<file path="src/rtl/core/ifp_pkg.sv">
// Shared types, constants and helpers for the integer field parser.
// No dependencies; every other file of the block uses this package.
`default_nettype none

package ifp_pkg;

  localparam int unsigned CharW  = 8;
  localparam int unsigned ValueW = 64;
  localparam int unsigned LeftW  = 2;
  localparam int unsigned KindW  = 3;
  localparam int unsigned WidthW = 8;
  localparam int unsigned LenW   = 3;
  localparam int unsigned DigitW = 4;
  localparam int unsigned AddrW  = 4;
  localparam int unsigned DataW  = 32;
  localparam int unsigned SumW   = ValueW + 4;

  localparam logic [ValueW-1:0] MagMax  = 64'h7FFF_FFFF_FFFF_FFFF;
  localparam logic [ValueW-1:0] MagMin  = 64'h8000_0000_0000_0000;

  // conversion kinds
  localparam logic [KindW-1:0] KIND_DEC  = 3'd0;
  localparam logic [KindW-1:0] KIND_AUTO = 3'd1;
  localparam logic [KindW-1:0] KIND_OCT  = 3'd2;
  localparam logic [KindW-1:0] KIND_UDEC = 3'd3;
  localparam logic [KindW-1:0] KIND_HEX  = 3'd4;
  localparam logic [KindW-1:0] KIND_PTR  = 3'd5;

  // length modes
  localparam logic [LenW-1:0] LEN_CHAR  = 3'd0;
  localparam logic [LenW-1:0] LEN_SHORT = 3'd1;
  localparam logic [LenW-1:0] LEN_INT   = 3'd2;
  localparam logic [LenW-1:0] LEN_LONG  = 3'd3;
  localparam logic [LenW-1:0] LEN_LLONG = 3'd4;

  // register indexes
  localparam logic [1:0] REG_KIND  = 2'd0;
  localparam logic [1:0] REG_WIDTH = 2'd1;
  localparam logic [1:0] REG_LEN   = 2'd2;

  // characters
  localparam logic [CharW-1:0] CH_NUL   = 8'h00;
  localparam logic [CharW-1:0] CH_TAB   = 8'h09;
  localparam logic [CharW-1:0] CH_NL    = 8'h0A;
  localparam logic [CharW-1:0] CH_SPACE = 8'h20;
  localparam logic [CharW-1:0] CH_PLUS  = 8'h2B;
  localparam logic [CharW-1:0] CH_MINUS = 8'h2D;
  localparam logic [CharW-1:0] CH_ZERO  = 8'h30;
  localparam logic [CharW-1:0] CH_UX    = 8'h58;
  localparam logic [CharW-1:0] CH_LX    = 8'h78;

  localparam logic [4:0] NO_DIGIT = 5'd16;

  typedef enum logic [2:0] {
    PH_SKIP,
    PH_SIGNED,
    PH_ZERO,
    PH_X,
    PH_PREFIXED,
    PH_DIGITS
  } phase_e;

  typedef enum logic [1:0] {
    BASE_8,
    BASE_10,
    BASE_16
  } base_e;

  typedef enum logic {
    CMD_DIGIT,
    CMD_EMIT
  } cmd_kind_e;

  typedef struct packed {
    cmd_kind_e         kind;
    logic [DigitW-1:0] digit;
    base_e             base;
    logic              last;      // digit that also closes the field
    logic              ok;
    logic [LeftW-1:0]  left;
    logic              negative;
  } cmd_t;

  typedef struct packed {
    logic [KindW-1:0]  kind;
    logic [WidthW-1:0] max_width;
    logic [LenW-1:0]   length;
  } cfg_t;

  function automatic logic [4:0] digit_of(input logic [CharW-1:0] c);
    logic [4:0] d;
    d = NO_DIGIT;
    if (c inside {[8'h30:8'h39]}) begin
      d = 5'(c - 8'h30);
    end else if (c inside {[8'h41:8'h46]}) begin
      d = 5'(c - 8'h41 + 8'd10);
    end else if (c inside {[8'h61:8'h66]}) begin
      d = 5'(c - 8'h61 + 8'd10);
    end
    return d;
  endfunction

  function automatic logic [4:0] base_val(input base_e b);
    logic [4:0] v;
    case (b)
      BASE_8:  v = 5'd8;
      BASE_16: v = 5'd16;
      default: v = 5'd10;
    endcase
    return v;
  endfunction

endpackage

`default_nettype wire

</file>
<file path="src/rtl/core/ifp_char_if.sv">
// Input stream channel of the integer field parser: one text byte per item.
// Depends on ifp_pkg for the payload width.
`default_nettype none

interface ifp_char_if;
  logic                       valid;
  logic                       ready;
  logic [ifp_pkg::CharW-1:0]  character;

  modport source (output valid, output character, input ready);
  modport sink   (input valid, input character, output ready);
endinterface

`default_nettype wire

</file>
<file path="src/rtl/core/ifp_result_if.sv">
// Result channel of the integer field parser: one converted field per item.
// Depends on ifp_pkg for the payload widths.
`default_nettype none

interface ifp_result_if;
  logic                        valid;
  logic                        ready;
  logic                        matched;
  logic [ifp_pkg::ValueW-1:0]  value_bits;
  logic [ifp_pkg::LeftW-1:0]   unconsumed;

  modport source (output valid, output matched, output value_bits, output unconsumed,
                  input ready);
  modport sink   (input valid, input matched, input value_bits, input unconsumed,
                  output ready);
endinterface

`default_nettype wire

</file>
<file path="src/rtl/core/ifp_front.sv">
// Front end: classifies each text byte, tracks phase, sign, width and base,
// and issues digit or emit commands. Depends on ifp_pkg.
`default_nettype none

module ifp_front (
  input  logic          clk_i,
  input  logic          rst_ni,
  input  ifp_pkg::cfg_t cfg_i,
  input  logic [7:0]    char_i,
  input  logic          accept_i,
  output ifp_pkg::cmd_t cmd_o,
  output logic          cmd_valid_o
);
  import ifp_pkg::*;

  phase_e            phase_q, phase_d;
  logic              neg_q, neg_d;
  logic [WidthW-1:0] width_q, width_d;
  base_e             base_q, base_d;

  logic [4:0]        dig;
  logic              is_ws, is_sign, is_x, is_zero, first;
  logic [WidthW-1:0] wl_fc, take_in, take_next;
  logic              take_last, fc_zero, digit_ok;
  base_e             fc_base, base_use;
  logic              do_take, do_emit, emit_ok;
  logic [LeftW-1:0]  emit_left;

  assign dig     = digit_of(char_i);
  assign is_ws   = (char_i == CH_SPACE) || (char_i == CH_TAB) || (char_i == CH_NL);
  assign is_sign = (char_i == CH_PLUS) || (char_i == CH_MINUS);
  assign is_x    = (char_i == CH_LX) || (char_i == CH_UX);
  assign is_zero = (char_i == CH_ZERO);
  assign first   = (phase_q == PH_SKIP) || (phase_q == PH_SIGNED);
  assign wl_fc   = (phase_q == PH_SKIP) ? cfg_i.max_width : width_q;

  // base chosen by the first character of the digits
  always_comb begin
    case (cfg_i.kind)
      KIND_OCT:           fc_base = BASE_8;
      KIND_AUTO:          fc_base = is_zero ? BASE_8 : BASE_10;
      KIND_HEX, KIND_PTR: fc_base = BASE_16;
      default:            fc_base = BASE_10;
    endcase
  end

  assign fc_zero = is_zero
                 && ((cfg_i.kind == KIND_AUTO) || (cfg_i.kind == KIND_HEX)
                     || (cfg_i.kind == KIND_PTR))
                 && ((wl_fc == '0) || (wl_fc >= 8'd3));

  assign base_use = first ? fc_base : base_q;
  assign digit_ok = dig < base_val(base_use);

  // width before the digit is counted
  always_comb begin
    case (phase_q)
      PH_SKIP, PH_SIGNED: take_in = wl_fc;
      PH_ZERO:            take_in = (width_q != '0) ? width_q - 8'd1 : '0;
      PH_X:               take_in = (width_q != '0) ? width_q - 8'd2 : '0;
      default:            take_in = width_q;
    endcase
  end

  assign take_next = (take_in != '0) ? take_in - 8'd1 : '0;
  assign take_last = (take_in == 8'd1);

  // classify the byte
  always_comb begin
    phase_d   = phase_q;
    neg_d     = neg_q;
    width_d   = width_q;
    base_d    = base_q;
    do_take   = 1'b0;
    do_emit   = 1'b0;
    emit_ok   = 1'b0;
    emit_left = 2'd1;
    case (phase_q)
      PH_SKIP, PH_SIGNED: begin
        if (phase_q == PH_SKIP && is_ws) begin
          // skip white space
        end else if (phase_q == PH_SKIP && char_i == CH_NUL) begin
          do_emit = 1'b1;
        end else if (phase_q == PH_SKIP && is_sign && cfg_i.max_width != 8'd1) begin
          neg_d   = (char_i == CH_MINUS);
          width_d = (cfg_i.max_width != '0) ? cfg_i.max_width - 8'd1 : '0;
          phase_d = PH_SIGNED;
        end else if (fc_zero) begin
          phase_d = PH_ZERO;
          base_d  = fc_base;
          width_d = wl_fc;
        end else if (digit_ok) begin
          do_take = 1'b1;
        end else begin
          do_emit = 1'b1;
        end
      end
      PH_ZERO: begin
        if (is_x) begin
          if (cfg_i.kind == KIND_AUTO) begin
            width_d = (width_q != '0) ? width_q - 8'd2 : '0;
            base_d  = BASE_16;
            phase_d = PH_PREFIXED;
          end else begin
            phase_d = PH_X;
          end
        end else if (digit_ok) begin
          do_take = 1'b1;
        end else begin
          do_emit = 1'b1;
          emit_ok = 1'b1;
        end
      end
      PH_X: begin
        if (digit_ok) begin
          do_take = 1'b1;
        end else begin
          do_emit   = 1'b1;
          emit_ok   = 1'b1;
          emit_left = 2'd2;
        end
      end
      PH_PREFIXED: begin
        if (digit_ok) begin
          do_take = 1'b1;
        end else begin
          do_emit = 1'b1;
        end
      end
      PH_DIGITS: begin
        if (digit_ok) begin
          do_take = 1'b1;
        end else begin
          do_emit = 1'b1;
          emit_ok = 1'b1;
        end
      end
      default: begin
        phase_d = PH_SKIP;
        neg_d   = 1'b0;
        width_d = '0;
        base_d  = BASE_10;
      end
    endcase

    if (do_take) begin
      phase_d = PH_DIGITS;
      width_d = take_next;
      base_d  = base_use;
    end
    // field closed: start over
    if (do_emit || (do_take && take_last)) begin
      phase_d = PH_SKIP;
      neg_d   = 1'b0;
      width_d = '0;
      base_d  = BASE_10;
    end
  end

  always_comb begin
    cmd_valid_o    = do_take || do_emit;
    cmd_o.kind     = do_take ? CMD_DIGIT : CMD_EMIT;
    cmd_o.digit    = dig[DigitW-1:0];
    cmd_o.base     = base_use;
    cmd_o.last     = do_take && take_last;
    cmd_o.ok       = emit_ok;
    cmd_o.left     = emit_left;
    cmd_o.negative = neg_q;
  end

  always_ff @(posedge clk_i or negedge rst_ni) begin
    if (!rst_ni) begin
      phase_q <= PH_SKIP;
      neg_q   <= 1'b0;
      width_q <= '0;
      base_q  <= BASE_10;
    end else if (accept_i) begin
      phase_q <= phase_d;
      neg_q   <= neg_d;
      width_q <= width_d;
      base_q  <= base_d;
    end
  end

endmodule

`default_nettype wire

</file>
<file path="src/rtl/core/ifp_queue.sv">
// Two-entry command queue between the front end and the back end.
// Depends on ifp_pkg for the command type.
`default_nettype none

module ifp_queue (
  input  logic          clk_i,
  input  logic          rst_ni,
  input  logic          push_i,
  input  ifp_pkg::cmd_t data_i,
  input  logic          pop_i,
  output ifp_pkg::cmd_t data_o,
  output logic          full_o,
  output logic          empty_o
);
  import ifp_pkg::*;

  cmd_t       mem_q [2];
  logic       wr_ptr_q, wr_ptr_d;
  logic       rd_ptr_q, rd_ptr_d;
  logic [1:0] count_q, count_d;
  logic       do_push, do_pop;

  assign full_o  = (count_q == 2'd2);
  assign empty_o = (count_q == 2'd0);
  assign do_push = push_i && !full_o;
  assign do_pop  = pop_i && !empty_o;
  assign data_o  = mem_q[rd_ptr_q];

  always_comb begin
    wr_ptr_d = do_push ? ~wr_ptr_q : wr_ptr_q;
    rd_ptr_d = do_pop ? ~rd_ptr_q : rd_ptr_q;
    count_d  = count_q + {1'b0, do_push} - {1'b0, do_pop};
  end

  always_ff @(posedge clk_i) begin
    if (do_push) begin
      mem_q[wr_ptr_q] <= data_i;
    end
  end

  always_ff @(posedge clk_i or negedge rst_ni) begin
    if (!rst_ni) begin
      wr_ptr_q <= 1'b0;
      rd_ptr_q <= 1'b0;
      count_q  <= 2'd0;
    end else begin
      wr_ptr_q <= wr_ptr_d;
      rd_ptr_q <= rd_ptr_d;
      count_q  <= count_d;
    end
  end

endmodule

`default_nettype wire

</file>
<file path="src/rtl/core/ifp_back.sv">
// Back end: accumulates digits with overflow detection and holds the result
// register that drives the output channel. Depends on ifp_pkg.
`default_nettype none

module ifp_back (
  input  logic                        clk_i,
  input  logic                        rst_ni,
  input  ifp_pkg::cfg_t               cfg_i,
  input  ifp_pkg::cmd_t               cmd_i,
  input  logic                        cmd_valid_i,
  output logic                        cmd_pop_o,
  output logic                        out_valid_o,
  input  logic                        out_ready_i,
  output logic                        matched_o,
  output logic [ifp_pkg::ValueW-1:0]  value_o,
  output logic [ifp_pkg::LeftW-1:0]   left_o
);
  import ifp_pkg::*;

  logic [ValueW-1:0] acc_q, acc_d;
  logic              ovf_q, ovf_d;
  logic              valid_q, valid_d;

  // result register
  logic              res_ok_q, res_ovf_q, res_neg_q;
  logic [ValueW-1:0] res_acc_q;
  logic [LeftW-1:0]  res_left_q;

  logic              needs_out, out_free, load;
  logic [SumW-1:0]   prod, sum;
  logic [ValueW-1:0] acc_new;
  logic              ovf_new;
  logic [LenW-1:0]   len_eff;
  logic [ValueW-1:0] raw;

  assign needs_out = (cmd_i.kind == CMD_EMIT) || cmd_i.last;
  assign out_free  = !valid_q || out_ready_i;
  assign cmd_pop_o = cmd_valid_i && (!needs_out || out_free);
  assign load      = cmd_pop_o && needs_out;

  // acc * base + digit, overflow once the magnitude passes 2^63-1
  always_comb begin
    case (cmd_i.base)
      BASE_8:  prod = {1'b0, acc_q, 3'b000};
      BASE_16: prod = {acc_q, 4'b0000};
      default: prod = {1'b0, acc_q, 3'b000} + {3'b000, acc_q, 1'b0};
    endcase
    sum     = prod + {{(SumW-DigitW){1'b0}}, cmd_i.digit};
    ovf_new = ovf_q || (sum[SumW-1:ValueW-1] != '0);
    acc_new = ovf_new ? acc_q : sum[ValueW-1:0];
  end

  always_comb begin
    acc_d   = acc_q;
    ovf_d   = ovf_q;
    valid_d = valid_q;
    if (out_ready_i) begin
      valid_d = 1'b0;
    end
    if (cmd_pop_o) begin
      if (needs_out) begin
        acc_d   = '0;
        ovf_d   = 1'b0;
        valid_d = 1'b1;
      end else begin
        acc_d = acc_new;
        ovf_d = ovf_new;
      end
    end
  end

  always_ff @(posedge clk_i or negedge rst_ni) begin
    if (!rst_ni) begin
      acc_q   <= '0;
      ovf_q   <= 1'b0;
      valid_q <= 1'b0;
    end else begin
      acc_q   <= acc_d;
      ovf_q   <= ovf_d;
      valid_q <= valid_d;
    end
  end

  always_ff @(posedge clk_i) begin
    if (load) begin
      res_neg_q <= cmd_i.negative;
      if (cmd_i.kind == CMD_EMIT) begin
        res_ok_q   <= cmd_i.ok;
        res_acc_q  <= acc_q;
        res_ovf_q  <= ovf_q;
        res_left_q <= cmd_i.left;
      end else begin
        res_ok_q   <= 1'b1;
        res_acc_q  <= acc_new;
        res_ovf_q  <= ovf_new;
        res_left_q <= '0;
      end
    end
  end

  // format: zero when unmatched, saturate, negate, cut to length
  always_comb begin
    len_eff = ((cfg_i.kind == KIND_PTR) || (cfg_i.length > LEN_LLONG)) ? LEN_LLONG
                                                                        : cfg_i.length;
    if (!res_ok_q) begin
      raw = '0;
    end else if (res_ovf_q) begin
      if (len_eff >= LEN_LONG) begin
        raw = res_neg_q ? MagMin : MagMax;
      end else begin
        raw = res_neg_q ? '0 : '1;
      end
    end else begin
      raw = res_neg_q ? ('0 - res_acc_q) : res_acc_q;
    end
    case (len_eff)
      LEN_CHAR:  value_o = {{(ValueW-8){raw[7]}}, raw[7:0]};
      LEN_SHORT: value_o = {{(ValueW-16){raw[15]}}, raw[15:0]};
      LEN_INT:   value_o = {{(ValueW-32){raw[31]}}, raw[31:0]};
      default:   value_o = raw;
    endcase
  end

  assign out_valid_o = valid_q;
  assign matched_o   = res_ok_q;
  assign left_o      = res_left_q;

endmodule

`default_nettype wire

</file>
<file path="src/rtl/core/integer_field_parser_unit.sv">
// Integer field parser top level: APB register file, front end, command
// queue and back end. Depends on ifp_pkg, ifp_char_if, ifp_result_if.
//
// Usage:
//   char_i carries one text byte per item (0 ends the text). res_o carries
//   one item per closed field: matched, value_bits and unconsumed.
//   Registers conversion_kind, max_width and length_mode sit at byte
//   addresses 0, 4 and 8 of the APB port; write them while no field is open.
// Timing:
//   One byte is taken every cycle while the two-entry command queue has
//   room. A byte that closes a field passes through the queue into the
//   result register, which drives res_o. The per-byte loop is the
//   accumulator stage in the back end (shift-add by base plus overflow
//   compare), one byte a cycle unless a closing byte waits for a held result.
// Reset:
//   rst_ni clears the field state, queue, accumulator and result valid flag;
//   the registers return to decimal, unlimited width and int length.
// Stall:
//   A held result keeps its value; digit commands still drain, so the front
//   end keeps taking bytes until the queue fills behind the next result.
`default_nettype none

module integer_field_parser_unit (
  input  logic                       clk_i,
  input  logic                       rst_ni,
  ifp_char_if.sink                   char_i,
  ifp_result_if.source               res_o,
  input  logic                       psel,
  input  logic                       penable,
  input  logic                       pwrite,
  input  logic [ifp_pkg::AddrW-1:0]  paddr,
  input  logic [ifp_pkg::DataW-1:0]  pwdata,
  output logic [ifp_pkg::DataW-1:0]  prdata,
  output logic                       pready
);
  import ifp_pkg::*;

  cfg_t cfg_q, cfg_d;
  logic cfg_wr;

  cmd_t front_cmd, queue_cmd;
  logic front_valid, accept;
  logic q_full, q_empty, q_pop;

  // register file
  assign pready = 1'b1;
  assign cfg_wr = psel && penable && pwrite;

  always_comb begin
    cfg_d = cfg_q;
    if (cfg_wr) begin
      case (paddr[AddrW-1:2])
        REG_KIND:  cfg_d.kind      = pwdata[KindW-1:0];
        REG_WIDTH: cfg_d.max_width = pwdata[WidthW-1:0];
        REG_LEN:   cfg_d.length    = pwdata[LenW-1:0];
        default:   cfg_d = cfg_q;
      endcase
    end
  end

  always_comb begin
    case (paddr[AddrW-1:2])
      REG_KIND:  prdata = {{(DataW-KindW){1'b0}}, cfg_q.kind};
      REG_WIDTH: prdata = {{(DataW-WidthW){1'b0}}, cfg_q.max_width};
      REG_LEN:   prdata = {{(DataW-LenW){1'b0}}, cfg_q.length};
      default:   prdata = '0;
    endcase
  end

  always_ff @(posedge clk_i or negedge rst_ni) begin
    if (!rst_ni) begin
      cfg_q.kind      <= KIND_DEC;
      cfg_q.max_width <= '0;
      cfg_q.length    <= LEN_INT;
    end else begin
      cfg_q <= cfg_d;
    end
  end

  assign char_i.ready = !q_full;
  assign accept       = char_i.valid && !q_full;

  ifp_front u_front (
    .clk_i       (clk_i),
    .rst_ni      (rst_ni),
    .cfg_i       (cfg_q),
    .char_i      (char_i.character),
    .accept_i    (accept),
    .cmd_o       (front_cmd),
    .cmd_valid_o (front_valid)
  );

  ifp_queue u_queue (
    .clk_i   (clk_i),
    .rst_ni  (rst_ni),
    .push_i  (accept && front_valid),
    .data_i  (front_cmd),
    .pop_i   (q_pop),
    .data_o  (queue_cmd),
    .full_o  (q_full),
    .empty_o (q_empty)
  );

  ifp_back u_back (
    .clk_i       (clk_i),
    .rst_ni      (rst_ni),
    .cfg_i       (cfg_q),
    .cmd_i       (queue_cmd),
    .cmd_valid_i (!q_empty),
    .cmd_pop_o   (q_pop),
    .out_valid_o (res_o.valid),
    .out_ready_i (res_o.ready),
    .matched_o   (res_o.matched),
    .value_o     (res_o.value_bits),
    .left_o      (res_o.unconsumed)
  );

  // a failed field always reads as zero
  assert property (@(posedge clk_i) disable iff (!rst_ni)
    res_o.valid && !res_o.matched |-> res_o.value_bits == '0)
    else $error("unmatched field with nonzero value");

  assert property (@(posedge clk_i) disable iff (!rst_ni)
    res_o.valid |-> res_o.unconsumed != 2'd3)
    else $error("unconsumed count out of range");

  // char length results are sign-extended from bit 7
  assert property (@(posedge clk_i) disable iff (!rst_ni)
    res_o.valid && cfg_q.length == LEN_CHAR && cfg_q.kind != KIND_PTR
      |-> res_o.value_bits[ValueW-1:8] == {(ValueW-8){res_o.value_bits[7]}})
    else $error("char result not sign-extended");

  // the queue never pops while empty
  assert property (@(posedge clk_i) disable iff (!rst_ni)
    q_pop |-> !q_empty)
    else $error("command popped from empty queue");

endmodule

`default_nettype wire
</file>
<file path="src/flat_wrapper.sv">
// flat-port wrapper written by rule: the top's interface ports become plain ports
module integer_field_parser_unit_flat import ifp_pkg::*;
  (clk_i, rst_ni, psel, penable, pwrite, paddr, pwdata, prdata, pready, char_i_valid, char_i_character, char_i_ready, res_o_valid, res_o_matched, res_o_value_bits, res_o_unconsumed, res_o_ready);
  ifp_char_if char_i_i ();
  ifp_result_if res_o_i ();
  input  logic clk_i;
  input  logic rst_ni;
  input  logic psel;
  input  logic penable;
  input  logic pwrite;
  input  logic [ifp_pkg::AddrW-1:0] paddr;
  input  logic [ifp_pkg::DataW-1:0] pwdata;
  output logic [ifp_pkg::DataW-1:0] prdata;
  output logic pready;
  input wire logic [$bits(char_i_i.valid)-1:0] char_i_valid;
  input wire logic [$bits(char_i_i.character)-1:0] char_i_character;
  output wire logic [$bits(char_i_i.ready)-1:0] char_i_ready;
  output wire logic [$bits(res_o_i.valid)-1:0] res_o_valid;
  output wire logic [$bits(res_o_i.matched)-1:0] res_o_matched;
  output wire logic [$bits(res_o_i.value_bits)-1:0] res_o_value_bits;
  output wire logic [$bits(res_o_i.unconsumed)-1:0] res_o_unconsumed;
  input wire logic [$bits(res_o_i.ready)-1:0] res_o_ready;
  assign char_i_i.valid = char_i_valid;
  assign char_i_i.character = char_i_character;
  assign char_i_ready = char_i_i.ready;
  assign res_o_valid = res_o_i.valid;
  assign res_o_matched = res_o_i.matched;
  assign res_o_value_bits = res_o_i.value_bits;
  assign res_o_unconsumed = res_o_i.unconsumed;
  assign res_o_i.ready = res_o_ready;
  integer_field_parser_unit u_core (.clk_i(clk_i), .rst_ni(rst_ni), .char_i(char_i_i), .res_o(res_o_i), .psel(psel), .penable(penable), .pwrite(pwrite), .paddr(paddr), .pwdata(pwdata), .prdata(prdata), .pready(pready));
endmodule
</file>
<file path="config.mk">
export PLATFORM = sky130hd
export DESIGN_NAME = integer_field_parser_unit_flat
export DESIGN_NICKNAME = d
export VERILOG_FILES = /design/src/rtl/core/ifp_pkg.sv /design/src/rtl/core/ifp_char_if.sv /design/src/rtl/core/ifp_result_if.sv /design/src/rtl/core/ifp_front.sv /design/src/rtl/core/ifp_queue.sv /design/src/rtl/core/ifp_back.sv /design/src/rtl/core/integer_field_parser_unit.sv /design/src/flat_wrapper.sv
export SDC_FILE = /design/constraint.sdc
export NUM_CORES = 1
export LEC_CHECK = 0
export ABC_CLOCK_PERIOD_IN_PS = 7000
export BUFFER_PORTS_ARGS = -buffer_cell sky130_fd_sc_hd__buf_2
export CORE_MARGIN = 2
export CORE_UTILIZATION = 43
export DETAILED_ROUTE_END_ITERATION = 6
export GPL_TIMING_DRIVEN = 1
export SYNTH_ARGS = -nofsm -noshare
export SYNTH_HDL_FRONTEND = slang
export SYNTH_SLANG_ARGS = --single-unit
</file>
<file path="constraint.sdc">
create_clock -name clk_i -period 7 [get_ports clk_i]
set_input_delay 0.7 -clock clk_i [delete_from_list [all_inputs] [get_ports clk_i]]
set_output_delay 0.7 -clock clk_i [all_outputs]
set_load 0.05 [all_outputs]
</file>
### Word-level counts from Yosys, hierarchy flattened

Memory sizes are Yosys's and may differ from the RTL's.
Index checks and enable logic that the tools add are counted.

* eq/ne operators: 38
* multiplexer cells: 83
* div/mod/pow operators: 0
* reduce and logical (&&, ||, !) cells: 61
* $lt $le $gt $ge: 10
* add/sub/neg operators: 14
* multipliers: 0
* shifts and indexed selects: 0
* bitwise gates (word level): 2

Operator list (number)
* two-way mux 64 bit: 9
* one-hot mux 64 bit (3 select lines): 1
* one-hot mux 68 bit (2 select lines): 1
* two-way mux 8 bit: 13
* one-hot mux 8 bit (3 select lines): 3
* adder 67 x 65 -> 68 bit: 1
* adder 68 x 4 -> 68 bit: 1
* subtractor 1 x 64 -> 64 bit (first input constant): 1
* equality test 8 x 6 -> 1 bit (second input constant): 4
* two-way mux 3 bit: 9
* two-way mux 1 bit: 25
* inequality test 4 bit (second input constant): 6
* nonzero test 8 bit: 3
* subtractor 8 x 1 -> 8 bit (second input constant): 3
* two-way mux 2 bit: 11
* logical AND 1 bit: 18
* equality test 8 x 4 -> 1 bit (second input constant): 2
* equality test 8 x 7 -> 1 bit (second input constant): 2
* >= comparator 8 x 7 -> 1 bit (second input constant): 2
* <= comparator 8 x 7 -> 1 bit (second input constant): 2
* zero test 8 bit: 2
* logical OR 1 bit: 15
* two-way mux 5 bit: 3
* equality test 3 x 2 -> 1 bit (second input constant): 4
* 40 further kinds: 67

* output and inout bits: 102
* memory bits (read-only): 0
* bits of input ports: 51
* logic and storage cells: 227
* latch bits: 0
* memories kept: 1
* bits in writable memories: 24
* register bits: 167

Memory list
* u_core.u_queue.mem_q: words 2, bits a word 12, rd ports 1, clocked after memory_dff 0, write ports 1, RTL line ifp_queue.sv:17 `cmd_t mem_q [2];`

### Depth between registers and ports, before layout

Gate-level depths: netlist (run 1).

* depth after elaboration: 18
* depth in mapped cells: 24
* mapped depth without buffers: 22

### Hierarchy

A second synthesis (run 1) with hierarchy kept.

* cells, all modules: 2496
* area, all modules: 20906.3 um^2

By module, submodules not included
* ifp_back: sequential area each 3723.6 um^2, instances 1, area an instance 16135.5 um^2, cells an instance 2005
* ifp_front: sequential area each 351.6 um^2, instances 1, area an instance 2787.7 um^2, cells an instance 356
* ifp_queue: sequential area each 820.8 um^2, instances 1, area an instance 1101.1 um^2, cells an instance 55
* integer_field_parser_unit: sequential area each 351.6 um^2, instances 1, area an instance 882.1 um^2, cells an instance 80

### Worst setup path after synthesis (run 1)

Ideal clock, no wire load.

* kind: reg2reg
* start point: register u_core.u_queue.rd_ptr_q
* end point: register u_core.u_back.valid_q, in the netlist u_core.u_back.out_valid_o
* slack: 0.282 ns
* setup time: 0.096 ns
* arrival time: 6.622 ns
* buffers on the path: 1
* stages on the path, launching flop included: 6
* data required time: 6.904 ns
* period minus slack after synthesis: 6.718 ns
* cells stage by stage: dfrtp_1 > buf_4 > nor3_1 > a21oi_1 > nor3b_1 > or2_2

* word-level cells in the longest chain between the ends: 6
* elaborated cells between the ends (all ways): 7
* classes of those cells: 2 x mux; 4 x reduce/logical; 1 x memory

RTL lines
* start, declared: RTL line ifp_queue.sv:19 `logic rd_ptr_q, rd_ptr_d;`
* start signal, assigned: RTL line ifp_queue.sv:48 `rd_ptr_q <= rd_ptr_d;`
* memory read (2 x 12 bit) *
* logical OR 1 bit *: RTL line ifp_back.sv:36 `assign needs_out = (cmd_i.kind == CMD_EMIT) || cmd_i.last;`
* zero test 1 bit: RTL line ifp_back.sv:38 `assign cmd_pop_o = cmd_valid_i && (!needs_out || out_free);`
* logical OR 1 bit: RTL line ifp_back.sv:38
* logical AND 1 bit: RTL line ifp_back.sv:38
* two-way mux 1 bit *: RTL line ifp_back.sv:60 `if (cmd_pop_o) begin`
* via u_core.u_back.valid_d: RTL line ifp_back.sv:22 `logic valid_q, valid_d;`
* end signal, assigned: RTL line ifp_back.sv:80 `valid_q <= valid_d;`
* end, declared: RTL line ifp_back.sv:22

Mark *: on every way through the listed nets, which the timed path passes. The rest lies on a longest branch.
A chain may end at the register's enable or synchronous reset.

### Worst setup path after layout (run 1)

* start point: register u_core.u_back.acc_q[16]
* end point: register u_core.u_back.res_acc_q[15] (data pin)

* word-level cells in the longest chain between the ends: 7

RTL lines
* start, declared: RTL line ifp_back.sv:20 `logic [ValueW-1:0] acc_q, acc_d;`
* start signal, assigned: RTL line ifp_back.sv:74 `acc_q <= '0;`
* start signal, assigned: RTL line ifp_back.sv:78 `acc_q <= acc_d;`
* adder 67 x 65 -> 68 bit: RTL line ifp_back.sv:46 `default: prod = {1'b0, acc_q, 3'b000} + {3'b000, acc_q, 1'b0};`
* one-hot mux 68 bit (2 select lines) *: RTL line ifp_back.sv:43 `case (cmd_i.base)`
* adder 68 x 4 -> 68 bit *: RTL line ifp_back.sv:48 `sum = prod + {{(SumW-DigitW){1'b0}}, cmd_i.digit};`
* nonzero test 5 bit *: RTL line ifp_back.sv:49 `ovf_new = ovf_q || (sum[SumW-1:ValueW-1] != '0);`
* logical OR 1 bit *: RTL line ifp_back.sv:49
* two-way mux 64 bit *: RTL line ifp_back.sv:50 `acc_new = ovf_new ? acc_q : sum[ValueW-1:0];`
* two-way mux 64 bit *: RTL line ifp_back.sv:87 `if (cmd_i.kind == CMD_EMIT) begin`
* end signal, assigned: RTL line ifp_back.sv:89 `res_acc_q <= acc_q;`
* end signal, assigned: RTL line ifp_back.sv:94 `res_acc_q <= acc_new;`
* end, declared: RTL line ifp_back.sv:26 `logic [ValueW-1:0] res_acc_q;`

Every way passes the cells marked *; elsewhere a longest branch is shown, timed or not.

==> results of run 1 <==
==> layout by cell type, fill, tap and decap left out, types with 40 or more instances in the layout <==
cell	n
nand2_1	332
nor2_1	260
a21oi_1	209
o21ai_0	185
buf_2	100
dfrtp_1	96
edfxtp_1	93
nor3_1	90
ha_1	86
nand3_1	78
a22o_1	66
mux2_1	60
xnor2_1	54
nand4_1	49
xor2_1	48
mux2i_1	44
inv_1	40
==> logic make-up after synthesis <==
kind of cell	after synthesis
AOI/OAI and AO/OA	783
and+or+nand+nor	1058
adders and majority gates	88
buffers and inverters	213
muxes	138
xor gates and xnor gates	102
other	2
DFF	191
==> state kept, by name, indices dropped and copies added (netlist names) <==
register and count:
u_core.u_queue.rd_ptr_q 1, u_core.u_front.width_q 8, u_core.u_back.out_valid_o 1, u_core.u_queue.mem_q 24, u_core.u_front.neg_q 1, u_core.u_back.res_neg_q 1
u_core.u_front.phase_q 3, u_core.u_back.matched_o 1, u_core.u_back.res_acc_q 64, u_core.u_back.res_ovf_q 1, u_core.u_back.acc_q 64, u_core.u_queue.wr_ptr_q 1
u_core.u_back.left_o 2, u_core.cfg_q 14, u_core.u_queue.count_q 2, u_core.u_front.base_q 2, u_core.u_back.ovf_q 1
==> how the worst max path moves through the flow <==
| stage | slack [ps] | end | cells past startpoint |
|---|---|---|---|
| after floorplan | 280 | u_core.u_back.out_valid_o | 5 |
| after global placement | 1180 | u_core.u_back.res_acc_q[16] | 16 |
| after detailed placement | 1130 | u_core.u_back.res_acc_q[15] | 16 |
| after CTS | 1020 | res_o_value_bits[59] | 15 |
| after global routing | 400 | res_o_value_bits[59] | 15 |
| final | 790 | u_core.u_back.res_acc_q[15] | 16 |
==> worst reg2reg max path, cell delays in order, from the launching register on <==
cell and delay [ps]:
dfrtp_1 480, ha_1 450, a21oi_1 300, o21ai_0 220, a41o_1 280, nor3_1 540, o221a_2 410, o41ai_1 100
a211oi_1 830, o211ai_1 300, nor4_2 460, and4_1 250, a21oi_1 70, a21oi_4 290, nand2_4 290, buf_12 290
mux2_1 410
==> layer usage <==
layer  part of all wire  vias up
li1                   -     9566
met1               0.42     9718
met2               0.49      616
met3              0.047      131
met4              0.040        0
met5                  0        -
==> cell type report <==
| type | count | area, um^2 |
|---|---|---|
| clock buffers | 17 | 425.4 |
| well taps | 607 | 759.5 |
| clock inverters | 15 | 125.1 |
| flip-flops and latches | 191 | 5248 |
| multi-input cells | 2194 | 13970 |
| repair buffers | 132 | 790.8 |
| fillers | 4577 | 24890 |
| inverters | 41 | 153.9 |
==> where the power goes <==
part / total (mW) / internal [mW] / switching [mW]
clock network: 0.934 / 0.466 / 0.467
logic: 6.93 / 2.14 / 4.79
registers: 2.31 / 1.70 / 0.611
total: 10.2 / 4.30 / 5.87
==> results by group, run 1 <==
Outcome
  • Outcome: finished, final reports clean

Detailed routing
  • WL final: ~69 mm
  • Detailed Routing Iterations Pass 1: 6
  • Avg Vias per Cell: 6.266
  • DRC Markers: 0
  • DRT iter0 DRCs: 1,935
  • Wirelength per Cell: 21.50 um
  • Via count: 20,031
  • Final ANT Viol Nets: 0

Floorplan
  • Die width: 220.5 um
  • IO Count: 153
  • Cell row count: 79
  • Die area: 48,600 um^2
  • Core area: roughly 46,000 um^2
  • Starting Density: 0.4346
  • Die Span Y: 220.5 um

Clocking
  • TritonCTS clock tree: built
  • H-tree depth: 4
  • Post-CTS Setup Bufs: 0
  • Reg clk slew, reported paths: ~80 ps
  • Hold_buf cts: 0
  • CTS sink count: 191
  • Clock Latency Late Sink: 450 ps
  • TritonCTS Buffers: 17
  • Max clock buf depth: 2
  • Root buffer cell: clkbuf_16
  • Post-cts resize count: 0

Synthesis
  • Synth unique cells: between 100 and 150
  • Post-synth top cells: nand2_1, nor2_1, a21oi_1, o21ai_0, dfrtp_1
  • Area share of the largest cell type after synthesis: 0.1386
  • Post-synth top flop: dfrtp_1
  • Adder-cell share of the synthesized area: 0.05540
  • Fraction of registers with async set/reset: 0.5131
  • Sequential area share after synthesis: 0.2605
  • Post-synthesis mux area share: 0.07508
  • Syn Std Cell Area: 20,150 um^2
  • Compound-gate portion of the synthesized area: 0.2566
  • Yosys top cell by area: edfxtp_1
  • FF+latch count, synth: 191
  • Syn Area/Cell: 7.824 um^2
  • Yosys Warn Count: 0
  • Largest cells by area after synthesis: edfxtp_1, dfrtp_1, nand2_1
  • Simple-Gate Fraction of Synth Area: 0.2564
  • Most frequent cell after synthesis: nand2_1
  • Cell count after synthesis: between 2,000 and 3,000
  • Post-synth EDFFs: just over 90
  • Largest family of logic cells by synthesized area: compound AO/OA/AOI/OAI gates
  • Post-Synth XOR/XNOR Area: 0.04434

GRT
  • Vias in the first global route: 18,767
  • Grt met1 use: 0.3463
  • First-pass GRT wire length: about 110 mm
  • Largest net degree at the start of global routing: between 80 and 90
  • Overall Global Routing Usage: 0.2797
  • GR Overflow Total: 0
  • M3 GR Usage: 0.03574
  • Gr busiest metal: met2
  • Initial antenna violation count: 0
  • Met2 GRT Util: 0.4912

Timing
  • Rel. slew slack: 0.1969
  • Slew Limit Fails: 0
  • Final hold violation count: 0
  • Final hold slack: 259.7 ps
  • Fmax: 0.1610 GHz
  • Post-layout min period: 6212 ps
  • Final WS setup: 788.3 ps
  • Crit share post-route: 0.8874
  • Final Setup Violations: 0
  • Fin Setup TNS: 0 ps
  • RSZ-0062 raised after global routing: no
  • Fin Clk Skew: between 15 and 20 ps
  • Worst-Margin Slew: between 1000 and 1500 ps

Power and ir drop
  • Leak Pwr: 8.472 nW
  • Worst VDD drop: 0.5427 mV
  • Total Power: 10.17 mW
  • Pwr per Cell Area: roughly 470 nW/um^2

Hold path
  • Tightest Hold Check Type: input pin to asynchronous set/reset pin

Worst setup path
  • CP dominant cell by count: a21oi_1
  • R2r startpoint: u_core.u_back.acc_q[16]
  • Worst Path Arrival: around 6400 ps
  • Flop2flop setup slack: just under 800 ps
  • Slowest cell on the critical path: a211oi_1
  • Reg2Reg Depth: 16
  • Worst Setup End Kind: flip-flop
  • Worst path bufs/invs: 1
  • FF-to-FF End: u_core.u_back.res_acc_q[15]
  • Setup Crit Path Kind: flip-flop to flip-flop
  • Worst Setup SP: u_core.u_back.acc_q[16]
  • Critical path peak fanout: 40
  • CP max stage delay: ~830 ps
  • CP cell instances: ha_1 > a21oi_1 > o21ai_0 > a41o_1 > nor3_1 > o221a_2 > o41ai_1 > a211oi_1 > o211ai_1 > nor4_2 > and4_1 > a21oi_1 > a21oi_4 > nand2_4 > buf_12 > mux2_1
  • Req. time, crit path: 7180 ps
  • CP Launch Type: flip-flop
  • CP top delay family: compound AO/OA/AOI/OAI gates

Placement
  • Hpwl dp: 53.65 mm
  • Place WS: 1130 ps
  • # placed instances: roughly 3,200
  • Final Wtd Congestion: between 0.9 and 1
  • PortBufs: 101
  • Placed cell area: 20,920 um^2

Finish
  • Area growth syn-to-layout: 6.577%
  • Nets: roughly 2,700
  • Design area: 21,470 um^2
  • Inserted Diodes: 0
  • Layout cells sized above 1: 0.1004
  • Finished Layout Cells: 3,197
  • Final Util: 0.4632

Job
  • MaxCap Viol Count: 0
Note: power is estimated with default switching activity, not from simulation.
==> run 2: changes to the inputs <==
--- a/config.mk
+++ b/config.mk
@@ -11,6 +11,8 @@
 export CORE_UTILIZATION = 43
 export DETAILED_ROUTE_END_ITERATION = 6
 export GPL_TIMING_DRIVEN = 1
+export PLACE_DENSITY = 0.59
+export RECOVER_POWER = 25
 export SYNTH_ARGS = -nofsm -noshare
 export SYNTH_HDL_FRONTEND = slang
 export SYNTH_SLANG_ARGS = --single-unit
==> results by group, run 2 (synthesis gave the netlist of run 1 again) <==
Clocking
  • Reg clk slew, reported paths: 70 ps (was 80 ps)
  • CTS sink count: 191 (unchanged)
  • Post-cts resize count: 0 (unchanged)
  • H-tree depth: 4 (unchanged)
  • Root buffer cell: clkbuf_16 (unchanged)
  • TritonCTS clock tree: built (unchanged)
  • Post-CTS Setup Bufs: 0 (unchanged)
  • Hold_buf cts: 0 (unchanged)
  • Max clock buf depth: 2 (unchanged)
  • TritonCTS Buffers: 17 (unchanged)
  • Clock Latency Late Sink: 450 ps (about the same)

Outcome
  • Failing checks: max-capacitance violations, max-slew violations
  • Outcome: complete, but fails checks (was finished, final reports clean)

GRT
  • Vias in the first global route: 18,578 (was 18,767)
  • Overall Global Routing Usage: 0.2824 (was 0.2797)
  • Initial antenna violation count: 0 (unchanged)
  • GR Overflow Total: 0 (unchanged)
  • Largest net degree at the start of global routing: 73 (was 86)
  • First-pass GRT wire length: 106.6 mm (was 106.1 mm)

Worst setup path
  • Worst Path Arrival: 5450 ps (was 6390 ps)
  • Critical path peak fanout: 32 (was 40)
  • Worst Setup End Kind: output port (was flip-flop)
  • CP max stage delay: 800 ps (was 830 ps)
  • CP Launch Type: flip-flop (unchanged)
  • Setup Crit Path Kind: flip-flop to output port (was flip-flop to flip-flop)
  • CP dominant cell by count: o21ai_0 (was a21oi_1)
  • Slowest cell on the critical path: o21a_1 (was a211oi_1)
  • R2r startpoint: u_core.u_queue.rd_ptr_q (was u_core.u_back.acc_q[16])
  • CP cell instances: or4_1 > nor4_1 > nand2b_1 > o41ai_1 > a21boi_0 > o21ai_0 > mux2i_1 > nand2_1 > o21a_1 > o21ai_0 > buf_2 (was ha_1 > a21oi_1 > o21ai_0 > a41o_1 > nor3_1 > o221a_2 > o41ai_1 > a211oi_1 > o211ai_1 > nor4_2 > and4_1 > a21oi_1 > a21oi_4 > nand2_4 > buf_12 > mux2_1)
  • Worst Setup SP: u_core.u_back.res_acc_q[3] (was u_core.u_back.acc_q[16])
  • Req. time, crit path: 6300 ps (was 7180 ps)

Timing
  • Rel. slew slack: -1.706 (was 0.1969)
  • Crit share post-route: 0.8786 (was 0.8874)
  • RSZ-0062 raised after global routing: no (unchanged)
  • Slew Limit Fails: 101 (was 0)
  • Fmax: 0.1626 GHz (was 0.1610 GHz)
  • Fin Clk Skew: 10.17 ps (was 19.19 ps)
  • Fin Setup TNS: 0 ps (unchanged)
  • Post-layout min period: 6150 ps (was 6212 ps)
  • Worst-Margin Slew: 4059 ps (was 1202 ps)
  • Final Setup Violations: 0 (unchanged)
  • Final hold violation count: 0 (unchanged)

Power and ir drop
  • Worst VDD drop: 0.5172 mV (was 0.5427 mV)
  • Pwr per Cell Area: 477.5 nW/um^2 (was 473.9 nW/um^2)
  • Leak Pwr: 8.488 nW (was 8.472 nW)

Detailed routing
  • Wirelength per Cell: 21.90 um (was 21.50 um)
  • Final ANT Viol Nets: 0 (unchanged)
  • Via count: 20,235 (was 20,031)
  • DRT iter0 DRCs: 1,756 (was 1,935)
  • Avg Vias per Cell: 6.319 (was 6.266)
  • Detailed Routing Iterations Pass 1: 7 (was 6)
  • WL final: 70.11 mm (was 68.73 mm)
  • DRC Markers: 0 (unchanged)

Finish
  • Finished Layout Cells: 3,202 (was 3,197)
  • Commonest non-fill, non-tap cells in the layout: nand2_1, nor2_1, a21oi_1 (unchanged)
  • Nets: 2,721 (was 2,716)
  • Area growth syn-to-layout: 6.856% (was 6.577%)
  • Commonest non-fill, non-tap cell in the layout: nand2_1 (unchanged)
  • Largest registers: u_core.u_back.acc_q: 64 flops, u_core.u_back.res_acc_q: 64 flops, u_core.u_queue.mem_q: 24 flops (unchanged)
  • Inserted Diodes: 0 (unchanged)
  • Layout cells sized above 1: 0.09865 (was 0.1004)

Hold path
  • Tightest Hold Check Type: input pin to flip-flop (was input pin to asynchronous set/reset pin)
  • Worst Min Path Start: pwdata[3]

Job
  • MaxCap Viol Count: 2 (was 0)

Placement
  • Final Wtd Congestion: 0.9675 (was 0.9571)
  • # placed instances: 3,170 (was 3,165)
  • PortBufs: 101 (unchanged)
  • Hpwl dp: 54.76 mm (was 53.65 mm)

Floorplan
  • Die Span Y: 220.5 um (unchanged)
  • Die area: 48,600 um^2 (unchanged)
  • Starting Density: 0.4346 (unchanged)
  • Die width: 220.5 um (unchanged)
  • IO Count: 153 (unchanged)
  • Cell row count: 79 (unchanged)
  • Core area: 46,360 um^2 (unchanged)
[run 2: changes by cell type in the layout (fill, tap and decap cells not counted), sizes merged]
cell | previous run | this run
bufinv | 0 | 3
clkbuf | 17 | 25
buf | 132 | 131
inv | 49 | 44
[run 2: worst paths after layout]
kind / cells after the start / slack, ps / end
max: 11 / 850 / res_o_value_bits[45]
min: 2 / 470 / u_core.cfg_q[6]
max reg2reg: 16 / 990 / u_core.u_back.res_acc_q[54]
min reg2reg: 2 / 500 / u_core.u_front.base_q[0]
max in group asynchronous: 2 / 1630 / u_core.u_back.acc_q[61]
min in group asynchronous: 1 / 710 / u_core.u_front.phase_q[2]
[run 2: per-stage QoR]
step	hold WS [ps]	power (mW)	util	setup WS, ps	instance area, um^2
after floorplan	404.4	7.380	-	281.7	20230
after global placement	485.2	9.170	0.4518	1193	20950
after detailed placement	489.9	9.231	0.4518	1087	20950
after CTS	170.3	10.27	0.4647	937.0	21540
after global routing	471.2	10.93	0.4644	445.7	21530
final	475.0	10.28	0.4644	850.1	21530
[run 2: report_power, final]
| group | internal, mW | switching, mW | total (mW) |
|---|---|---|---|
| clock network | 0.564 | 0.447 | 1.01 |
| logic | 2.13 | 4.80 | 6.93 |
| registers | 1.70 | 0.641 | 2.34 |
[run 2: final cells by class]
cell class / count / area [um^2]
well taps: 607 / 759.5
inverters: 41 / 153.9
multi-input cells: 2194 / 13970
flip-flops and latches: 191 / 5248
clock inverters: 13 / 163.9
repair buffers: 137 / 800.8
clock buffers: 19 / 432.9
fillers: 4674 / 24830
[run 2: per-layer routing]
metal	GRT usage	up-vias	share of wire
met4	0.1152	0	0.042
li1	-	9579	-
met1	0.3469	9897	0.42
met3	0.02172	137	0.040
met5	0	-	0
met2	0.5096	622	0.50
[run 2: critical path, delay by kind of cell, from the launching register on]
| family | cells | cell delay [ps] |
|---|---|---|
| compound gates | 5 | 2350 |
| mux | 1 | 140 |
| buf+inv | 1 | 290 |
| simple gates | 4 | 1630 |
| flops | 1 | 570 |
